[src/osc_pkg.sv]
// Package with the shared widths, register map and configuration type of the oscillation detector.
`timescale 1ns / 1ps

package osc_pkg;

    localparam int SAMPLE_BITS = 16;
    localparam int MAG_BITS    = SAMPLE_BITS;
    localparam int LIMIT_BITS  = 8;
    localparam int HYST_BITS   = 15;
    localparam int MS_BITS     = 16;
    localparam int EDGE_BITS   = 8;

    localparam int APB_DATA_BITS = 32;
    localparam int APB_ADDR_BITS = 4;

    // Register indexes (byte address is four times the index).
    localparam logic [1:0] REG_EDGE_LIMIT = 2'd0;
    localparam logic [1:0] REG_HYSTERESIS = 2'd1;
    localparam logic [1:0] REG_WINDOW_MS  = 2'd2;

    localparam logic [LIMIT_BITS-1:0] LIMIT_RESET  = LIMIT_BITS'(3);
    localparam logic [HYST_BITS-1:0]  HYST_RESET   = HYST_BITS'(256);
    localparam logic [MS_BITS-1:0]    WINDOW_RESET = MS_BITS'(1000);

    // Item kinds carried on the cmd field.
    localparam logic CMD_SAMPLE = 1'b0;
    localparam logic CMD_TICK   = 1'b1;

    typedef struct packed {
        logic [LIMIT_BITS-1:0] edge_count_limit;
        logic [HYST_BITS-1:0]  hysteresis_offset;
        logic [MS_BITS-1:0]    window_ms;
    } cfg_t;

endpackage

[src/osc_in_if.sv]
// Input channel interface: sample or tick words with valid and ready.
`timescale 1ns / 1ps

interface osc_in_if;
    logic                                valid;
    logic                                ready;
    logic                                cmd;
    logic signed [osc_pkg::SAMPLE_BITS-1:0] sample;

    modport source (output valid, output cmd, output sample, input ready);
    modport sink   (input valid, input cmd, input sample, output ready);
endinterface

[src/osc_out_if.sv]
// Output channel interface: alarm words with valid and ready.
`timescale 1ns / 1ps

interface osc_out_if;
    logic valid;
    logic ready;
    logic oscillating;

    modport source (output valid, output oscillating, input ready);
    modport sink   (input valid, input oscillating, output ready);
endinterface

[src/osc_cfg.sv]
// APB register bank holding the edge limit, hysteresis offset and window length.
`timescale 1ns / 1ps

module osc_cfg (
    input  logic                               clk,
    input  logic                               rst_n,
    input  logic                               psel,
    input  logic                               penable,
    input  logic                               pwrite,
    input  logic [osc_pkg::APB_ADDR_BITS-1:0]  paddr,
    input  logic [osc_pkg::APB_DATA_BITS-1:0]  pwdata,
    output logic [osc_pkg::APB_DATA_BITS-1:0]  prdata,
    output logic                               pready,
    output osc_pkg::cfg_t                      cfg
);

    logic [osc_pkg::LIMIT_BITS-1:0] limit_reg;
    logic [osc_pkg::HYST_BITS-1:0]  hyst_reg;
    logic [osc_pkg::MS_BITS-1:0]    window_reg;
    logic [1:0]                     index;
    logic                           wr_en;

    assign pready = 1'b1;
    assign index  = paddr[3:2];
    assign wr_en  = psel & penable & pwrite;

    always_ff @(posedge clk or negedge rst_n)
    begin
        if (!rst_n)
        begin
            limit_reg  <= osc_pkg::LIMIT_RESET;
            hyst_reg   <= osc_pkg::HYST_RESET;
            window_reg <= osc_pkg::WINDOW_RESET;
        end
        else if (wr_en)
        begin
            unique case (index)
                osc_pkg::REG_EDGE_LIMIT: limit_reg  <= pwdata[osc_pkg::LIMIT_BITS-1:0];
                osc_pkg::REG_HYSTERESIS: hyst_reg   <= pwdata[osc_pkg::HYST_BITS-1:0];
                osc_pkg::REG_WINDOW_MS:  window_reg <= pwdata[osc_pkg::MS_BITS-1:0];
                default: ;
            endcase
        end
    end

    always_comb
    begin
        unique case (index)
            osc_pkg::REG_EDGE_LIMIT:
                prdata = osc_pkg::APB_DATA_BITS'(limit_reg);
            osc_pkg::REG_HYSTERESIS:
                prdata = osc_pkg::APB_DATA_BITS'(hyst_reg);
            osc_pkg::REG_WINDOW_MS:
                prdata = osc_pkg::APB_DATA_BITS'(window_reg);
            default:
                prdata = '0;
        endcase
    end

    assign cfg.edge_count_limit  = limit_reg;
    assign cfg.hysteresis_offset = hyst_reg;
    assign cfg.window_ms         = window_reg;

endmodule

[src/osc_core.sv]
// Detector state: magnitude classification, edge counters, alarm latch and window timer.
`timescale 1ns / 1ps

module osc_core (
    input  logic                                   clk,
    input  logic                                   rst_n,
    input  logic                                   in_acc,
    input  logic                                   cmd,
    input  logic signed [osc_pkg::SAMPLE_BITS-1:0] sample,
    input  osc_pkg::cfg_t                          cfg,
    output logic                                   alarm
);

    localparam int MB = osc_pkg::MAG_BITS;
    localparam int EB = osc_pkg::EDGE_BITS;
    localparam int TB = osc_pkg::MS_BITS;

    logic          primed_reg,  primed_next;
    logic [MB-1:0] last_reg,    last_next;
    logic          rprev_reg,   rprev_next;
    logic          fprev_reg,   fprev_next;
    logic [EB-1:0] redges_reg,  redges_next;
    logic [EB-1:0] fedges_reg,  fedges_next;
    logic          latched_reg, latched_next;
    logic [TB-1:0] elapsed_reg, elapsed_next;

    logic [MB-1:0] mag;
    logic [MB-1:0] last_eff;
    logic [MB:0]   up_thr;
    logic [MB:0]   mag_plus;
    logic          rising;
    logic          falling;
    logic          rise_inc;
    logic          fall_inc;
    logic [EB-1:0] redges_upd;
    logic [EB-1:0] fedges_upd;
    logic [TB-1:0] elapsed_upd;
    logic          hit;
    logic          alarm_raw;
    logic          expire;

    // The two's complement of the most negative sample is its own magnitude as unsigned.
    assign mag      = sample[osc_pkg::SAMPLE_BITS-1] ? MB'(-sample) : MB'(sample);
    assign last_eff = primed_reg ? last_reg : mag;
    assign up_thr   = {1'b0, last_eff} + (MB+1)'(cfg.hysteresis_offset);
    assign mag_plus = {1'b0, mag} + (MB+1)'(cfg.hysteresis_offset);
    assign rising   = ({1'b0, mag} > up_thr);
    assign falling  = !rising && (mag_plus < {1'b0, last_eff});

    assign rise_inc = rising && !rprev_reg;
    assign fall_inc = !rise_inc && falling && !fprev_reg;

    assign redges_upd = (rise_inc && redges_reg != '1) ? redges_reg + 1'b1 : redges_reg;
    assign fedges_upd = (fall_inc && fedges_reg != '1) ? fedges_reg + 1'b1 : fedges_reg;
    assign hit = (redges_upd >= cfg.edge_count_limit) && (fedges_upd >= cfg.edge_count_limit);

    assign elapsed_upd = (cmd == osc_pkg::CMD_TICK && elapsed_reg != '1)
                       ? elapsed_reg + 1'b1 : elapsed_reg;
    assign expire      = (elapsed_upd > cfg.window_ms);

    always_comb
    begin
        primed_next  = primed_reg;
        last_next    = last_reg;
        rprev_next   = rprev_reg;
        fprev_next   = fprev_reg;
        redges_next  = redges_reg;
        fedges_next  = fedges_reg;
        latched_next = latched_reg;
        elapsed_next = elapsed_upd;
        alarm_raw    = 1'b0;
        if (cmd == osc_pkg::CMD_SAMPLE)
        begin
            primed_next  = 1'b1;
            last_next    = mag;
            rprev_next   = rising;
            fprev_next   = falling;
            redges_next  = redges_upd;
            fedges_next  = fedges_upd;
            alarm_raw    = hit && !latched_reg;
            latched_next = latched_reg | hit;
        end
        if (expire)
        begin
            redges_next  = '0;
            fedges_next  = '0;
            latched_next = 1'b0;
            elapsed_next = '0;
        end
    end

    assign alarm = alarm_raw && !expire;

    always_ff @(posedge clk or negedge rst_n)
    begin
        if (!rst_n)
        begin
            primed_reg  <= 1'b0;
            last_reg    <= '0;
            rprev_reg   <= 1'b0;
            fprev_reg   <= 1'b0;
            redges_reg  <= '0;
            fedges_reg  <= '0;
            latched_reg <= 1'b0;
            elapsed_reg <= '0;
        end
        else if (in_acc)
        begin
            primed_reg  <= primed_next;
            last_reg    <= last_next;
            rprev_reg   <= rprev_next;
            fprev_reg   <= fprev_next;
            redges_reg  <= redges_next;
            fedges_reg  <= fedges_next;
            latched_reg <= latched_next;
            elapsed_reg <= elapsed_next;
        end
    end

`ifndef SYNTH
    // A raised alarm always leaves the latch set so it cannot fire twice.
    a_alarm_latches: assert property (@(posedge clk) disable iff (!rst_n)
        in_acc && alarm |=> latched_reg)
        else $error("alarm raised without setting the latch");

    // Ticks never raise the alarm.
    a_tick_silent: assert property (@(posedge clk) disable iff (!rst_n)
        in_acc && cmd == osc_pkg::CMD_TICK |-> !alarm)
        else $error("alarm raised on a tick word");

    // Window expiry wipes counters, latch and timer together.
    a_expire_clears: assert property (@(posedge clk) disable iff (!rst_n)
        in_acc && expire |=> redges_reg == '0 && fedges_reg == '0
                             && !latched_reg && elapsed_reg == '0)
        else $error("window expiry did not clear detector state");
`endif

endmodule

[src/osc_out_buf.sv]
// Two-entry result buffer that decouples the output handshake from the input side.
`timescale 1ns / 1ps

module osc_out_buf (
    input  logic            clk,
    input  logic            rst_n,
    input  logic            push,
    input  logic            push_data,
    output logic            ready,
    osc_out_if.source       out_ch
);

    logic [1:0] data_reg;
    logic       wr_ptr_reg, wr_ptr_next;
    logic       rd_ptr_reg, rd_ptr_next;
    logic [1:0] count_reg,  count_next;
    logic       pop;

    assign ready              = (count_reg != 2'd2);
    assign out_ch.valid       = (count_reg != 2'd0);
    assign out_ch.oscillating = data_reg[rd_ptr_reg];
    assign pop                = out_ch.valid & out_ch.ready;

    assign wr_ptr_next = push ? ~wr_ptr_reg : wr_ptr_reg;
    assign rd_ptr_next = pop ? ~rd_ptr_reg : rd_ptr_reg;
    assign count_next  = count_reg + {1'b0, push} - {1'b0, pop};

    always_ff @(posedge clk or negedge rst_n)
    begin
        if (!rst_n)
        begin
            wr_ptr_reg <= 1'b0;
            rd_ptr_reg <= 1'b0;
            count_reg  <= 2'd0;
        end
        else
        begin
            wr_ptr_reg <= wr_ptr_next;
            rd_ptr_reg <= rd_ptr_next;
            count_reg  <= count_next;
        end
    end

    always_ff @(posedge clk)
    begin
        if (push)
        begin
            data_reg[wr_ptr_reg] <= push_data;
        end
    end

endmodule

[src/oscillation_detector_top.sv]
// Top level of the oscillation detector: register bank, detector core and result buffer.
// Each result word is written into the result buffer as its input word is accepted.
// Throughput: one input word per cycle while the result buffer has room.
// The two-entry result buffer keeps input ready high while one result waits to be taken.
// Reset (rst_n, asynchronous, active low) clears all detector state, empties the result
// buffer and loads the registers with edge limit 3, hysteresis 256 and window 1000 ms.
`timescale 1ns / 1ps

module oscillation_detector_top (
    input  logic                               clk,
    input  logic                               rst_n,
    osc_in_if.sink                             in_ch,
    osc_out_if.source                          out_ch,
    input  logic                               psel,
    input  logic                               penable,
    input  logic                               pwrite,
    input  logic [osc_pkg::APB_ADDR_BITS-1:0]  paddr,
    input  logic [osc_pkg::APB_DATA_BITS-1:0]  pwdata,
    output logic [osc_pkg::APB_DATA_BITS-1:0]  prdata,
    output logic                               pready
);

    osc_pkg::cfg_t cfg;
    logic          buf_ready;
    logic          in_acc;
    logic          alarm;

    // Every accepted word yields exactly one result word, so input ready simply
    // follows room in the result buffer.
    assign in_ch.ready = buf_ready;
    assign in_acc      = in_ch.valid & buf_ready;

    osc_cfg u_cfg (
        .clk     (clk),
        .rst_n   (rst_n),
        .psel    (psel),
        .penable (penable),
        .pwrite  (pwrite),
        .paddr   (paddr),
        .pwdata  (pwdata),
        .prdata  (prdata),
        .pready  (pready),
        .cfg     (cfg)
    );

    // The core classifies the sample, updates the counters and timer, and decides
    // the alarm in the cycle the word is accepted.
    osc_core u_core (
        .clk    (clk),
        .rst_n  (rst_n),
        .in_acc (in_acc),
        .cmd    (in_ch.cmd),
        .sample (in_ch.sample),
        .cfg    (cfg),
        .alarm  (alarm)
    );

    // The alarm bit is registered into the buffer, which presents it on the output.
    osc_out_buf u_out_buf (
        .clk       (clk),
        .rst_n     (rst_n),
        .push      (in_acc),
        .push_data (alarm),
        .ready     (buf_ready),
        .out_ch    (out_ch)
    );

endmodule
[src/flat_wrapper.sv]
// flat-port wrapper written by rule: the top's interface ports become plain ports
module oscillation_detector_top_flat 
  (clk, rst_n, psel, penable, pwrite, paddr, pwdata, prdata, pready, in_ch_valid, in_ch_cmd, in_ch_sample, in_ch_ready, out_ch_valid, out_ch_oscillating, out_ch_ready);
  osc_in_if in_ch_i ();
  osc_out_if out_ch_i ();
  input  logic clk;
  input  logic rst_n;
  input  logic psel;
  input  logic penable;
  input  logic pwrite;
  input  logic [osc_pkg::APB_ADDR_BITS-1:0] paddr;
  input  logic [osc_pkg::APB_DATA_BITS-1:0] pwdata;
  output logic [osc_pkg::APB_DATA_BITS-1:0] prdata;
  output logic pready;
  input wire logic [$bits(in_ch_i.valid)-1:0] in_ch_valid;
  input wire logic [$bits(in_ch_i.cmd)-1:0] in_ch_cmd;
  input wire logic [$bits(in_ch_i.sample)-1:0] in_ch_sample;
  output wire logic [$bits(in_ch_i.ready)-1:0] in_ch_ready;
  output wire logic [$bits(out_ch_i.valid)-1:0] out_ch_valid;
  output wire logic [$bits(out_ch_i.oscillating)-1:0] out_ch_oscillating;
  input wire logic [$bits(out_ch_i.ready)-1:0] out_ch_ready;
  assign in_ch_i.valid = in_ch_valid;
  assign in_ch_i.cmd = in_ch_cmd;
  assign in_ch_i.sample = in_ch_sample;
  assign in_ch_ready = in_ch_i.ready;
  assign out_ch_valid = out_ch_i.valid;
  assign out_ch_oscillating = out_ch_i.oscillating;
  assign out_ch_i.ready = out_ch_ready;
  oscillation_detector_top u_core (.clk(clk), .rst_n(rst_n), .in_ch(in_ch_i), .out_ch(out_ch_i), .psel(psel), .penable(penable), .pwrite(pwrite), .paddr(paddr), .pwdata(pwdata), .prdata(prdata), .pready(pready));
endmodule
[config.mk]
export PLATFORM = sky130hd
export DESIGN_NAME = oscillation_detector_top_flat
export DESIGN_NICKNAME = d
export VERILOG_FILES = /design/src/osc_pkg.sv /design/src/osc_in_if.sv /design/src/osc_out_if.sv /design/src/osc_cfg.sv /design/src/osc_core.sv /design/src/osc_out_buf.sv /design/src/oscillation_detector_top.sv /design/src/flat_wrapper.sv
export SDC_FILE = /design/constraint.sdc
export NUM_CORES = 1
export LEC_CHECK = 0
export ABC_AREA = 1
export BUFFER_PORTS_ARGS = -buffer_cell sky130_fd_sc_hd__buf_4
export CAP_MARGIN = 40
export CORE_ASPECT_RATIO = 1.75
export CORE_MARGIN = 2
export CORE_UTILIZATION = 64
export DETAILED_ROUTE_END_ITERATION = 8
export GPL_ROUTABILITY_DRIVEN = 0
export HOLD_SLACK_MARGIN = 0.1
export PLACE_DENSITY = 0.9
export SYNTH_ARGS = -nofsm -noshare
export SYNTH_HDL_FRONTEND = slang
export SYNTH_HIERARCHICAL = 1
export SYNTH_SLANG_ARGS = --single-unit
[constraint.sdc]
create_clock -name clk -period 11.2 [get_ports clk]
set_input_delay 0.56 -clock clk [delete_from_list [all_inputs] [get_ports clk]]
set_output_delay 0.56 -clock clk [all_outputs]
set_load 0.005 [all_outputs]
==> results by group <==
CTS
  – Hold-fix buffers, CTS: 0
  – Clock Sinks: 97
  – Clk root buf: clkbuf_16
  – CTS tree: built
  – Post_cts resized: 0
  – Worst-Skew Late Latency: 0.35 ns
  – CTS max path bufs: 2
  – Post-CTS Setup Inserts: 0
  – H-tree depth: 3
  – Num CTS Buffers: 9
  – Reg clk slew, reported paths: 0.08 ns

Cells and area
  – Fillers: 1031
  – Fin nets: 1424
  – Layout cells sized above 1: 10.1%
  – N_diodes: 0
  – Area Growth Syn to Fin: 9.77%
  – FF/Latch Area: 0.00245 mm^2
  – Finished Core Util: 72.1%
  – Multi-input combinational cell area: 0.00525 mm^2

Worst setup path
  – Critical Path Source Type: register
  – Max FO, Critical Path: 22
  – Setup CP Type: register to register
  – Data required, critical path: 11.28 ns
  – Arrival time at the worst endpoint: 6.57 ns
  – FF-to-FF End: u_core/u_out_buf/data_reg[0]$_DFFE_PP_
  – Launching point of the worst reg2reg path: u_core/u_core/primed_reg$_DFFE_PN0P_
  – Setup crit end kind: register
  – Worst path slowest cell: dfrtp_1
  – Worst Setup SP: u_core/u_core/primed_reg$_DFFE_PN0P_
  – Worst setup endpoint: u_core/u_out_buf/data_reg[0]$_DFFE_PP_
  – CP max stage delay: 0.60 ns
  – Reg2reg path depth: 35
  – R2R setup slack: 4.71 ns
  – Most frequent cell on the critical path: nand2_1

Detailed routing
  – Routed WL: 20700 um
  – Vias per cell: 5.51
  – Wire per inst: 14.4 um
  – Vias post-DR: 7911
  – Initial DRC Count: 473
  – Routed Antenna Nets: 0
  – Drt first pass iters: 7
  – Number of remaining DRC errors: 0

Logic synthesis
  – Synth Cell Area: 0.00855 mm^2
  – Gate Count Post-Synth: 1205
  – Synth area leader: dfrtp_1
  – Synth Area in Adders: 15.3%
  – Netlist cell types: 53
  – Synth Area in Compound Gates: 10.0%
  – Yosys reg bits: 97
  – Async set-reset flop share out of synthesis: 97.9%
  – Post-synth EDFFs: 2
  – Synth Flop Type: dfrtp_1
  – Simple-Gate Fraction of Synth Area: 28.6%
  – Register area share after synthesis: 28.7%
  – Largest family of logic cells by synthesized area: simple AND/OR/NAND/NOR gates
  – Synth Warn #: 6
  – Post-Synth XOR/XNOR Area: 6.85%
  – Synth top area cells: dfrtp_1 25%, nand2_1 18%, ha_1 15%
  – Mux contribution to synthesized area: 0%
  – Post-Syn Area per Cell: 7.09 um^2
  – Post-synth top area share: 25.2%

Global routing
  – Total gr overflow: 0
  – Vias in the first global route: 7778
  – Total track usage: 29.7%
  – Antenna violations before repair: 0
  – Pin count of the biggest net entering global routing: 69
  – First-pass GRT wire length: 34200 um

Power
  – Reg power frac: 25.1%
  – Pint: 1130 uW
  – Clock power share: 14.0%
  – Peak supply drop: 0.000167 V
  – NetSw: 1050 uW
  – Pwr Total: 2170 uW
  – Pwr/cell area: 232 mW/mm^2
  – Switching share of power: 48.1%
  – Comb pwr share: 60.9%
  – Pleak: 0.00514 uW

Timing
  – Hold Vio Cnt, Final: 0
  – Relative slew slack: 45.3%
  – Worst-Margin Slew: 0.817 ns
  – RSZ-0062 raised after global routing: false
  – Hold_ws: 0.104 ns
  – Fmax: 0.154 GHz
  – Final Critical Period: 6.49 ns
  – Setup_tns: 0 ns
  – Final Worst Setup Slack: 4.71 ns
  – Max Slew Vio Count: 0
  – Final Skew: 0.0127 ns
  – Setup violators final: 0
  – Fin crit share: 58.0%

Floorplanning
  – Die H: 157 um
  – Core box area: 0.0130 mm^2
  – DIE WIDTH: 91.4 um
  – Die area: 0.0143 mm^2
  – Site Rows: 55
  – Effective utilization at floorplan: 65.7%
  – Io pins: 96

Run
  – Maximum capacitance violations: 0

Place
  – Setup slack at placement: 4.54 ns
  – DP Wirelength: 16400 um
  – Port Buffer Count: 60

Run status
  – Outcome: completed

Min path
  – Hold Crit Class: input pin to async pin
==> power groups by stage <==
stage / combinational, uW / sequential, uW / clock (uW)
CTS: 1310 / 545 / 308
detailed placement: 1300 / 551 / 0
finish: 1320 / 546 / 303
floorplan: 1010 / 523 / 0
global route: 1520 / 558 / 321
global placement: 1250 / 546 / 0
==> cells in the mapped netlist, types with 6 or more instances <==
library cell	n
nand2_1	404
inv_1	170
ha_1	101
dfrtp_1	86
o21ai_0	58
a21oi_1	56
xor2_1	52
nor2_1	50
nand3_1	47
buf_4	19
nor3_1	17
xnor2_1	13
o21ai_1	10
o22ai_1	10
and2_1	9
dfstp_2	9
clkbuf_1	8
nand4_1	8
inv_2	6
nand2_2	6
==> cell type report <==
cell class | count | area share [%]
multi-input cells | 910 | 56.0
flip-flops and latches | 97 | 26.1
inverters | 179 | 7.24
clock inverters | 7 | 0.654
repair buffers | 64 | 5.34
well taps | 171 | 2.28
clock buffers | 9 | 2.40
==> through the flow <==
step | instance area, um^2 | std cells
floorplan | 8600 | 1220
global placement | 9070 | 1420
detailed placement | 9090 | 1421
CTS | 9380 | 1437
global route | 9380 | 1437
finish | 9380 | 1437
==> per-layer routing <==
layer | share of wire [%] | up-vias | GRT usage [%]
met5 | 0 | - | 0
met4 | 6.8 | 0 | 21.0
met3 | 4.2 | 85 | 3.51
met2 | 53 | 267 | 55.1
met1 | 36 | 3636 | 30.4
li1 | - | 3923 | -
==> critical path: cells and delay by family, from the launching register on <==
kind / cells / cell delay (ns)
simple gates: 20 / 2.65
flops: 1 / 0.60
buf+inv: 5 / 0.83
compound gates: 5 / 0.92
xor+xnor: 1 / 0.07
fa+ha+maj: 4 / 1.13
==> worst min path at each step <==
stage | startpoint | to | slack (ns) | depth (start not counted)
3_3_place_gp | u_core/u_cfg/limit_reg[1]$_DFFE_PN1P_ | u_core/u_cfg/limit_reg[1]$_DFFE_PN1P_ | 0.46 | 2
5_1_grt | rst_n | u_core/u_core/last_reg[7]$_DFFE_PN0P_ | 0.13 | 1
3_5_place_dp | u_core/u_cfg/window_reg[9]$_DFFE_PN1P_ | u_core/u_cfg/window_reg[9]$_DFFE_PN1P_ | 0.46 | 2
6_report | rst_n | u_core/u_core/last_reg[7]$_DFFE_PN0P_ | 0.10 | 1
2_1_floorplan | rst_n | u_core/u_cfg/hyst_reg[0]$_DFFE_PN0P_ | 0.26 | 0
4_1_cts | rst_n | u_core/u_core/last_reg[7]$_DFFE_PN0P_ | 0.12 | 1
==> cell families (layout without fill, tap and decap cells) <==
family	count (synthesis)	in the layout
buf+inv	213	259
xor+xnor	66	66
compound gates	156	156
fa+ha+maj	103	103
flops	97	97
simple gates	568	568
other cells	2	17
==> layout by cell type, fill, tap and decap left out, types with 4 or more instances in the layout <==
cell type  count
inv_2          6
nor3_1        17
ha_1         101
xor2_1        52
nand2_1      404
o21ai_0       58
conb_1        17
nand4_1        8
nand2_2        6
buf_4         63
dfstp_2        9
inv_1        170
nor2_1        49
clkbuf_16      9
a21o_1         4
xnor2_1       13
nand3_1       47
o211ai_1       4
and2_1         9
dfrtp_1       86
nor2_2         4
a21oi_1       56
o21ai_1       10
nor4_1         4
nand2_4        4
o22ai_1       10
Power figures use the tool's default switching activity.
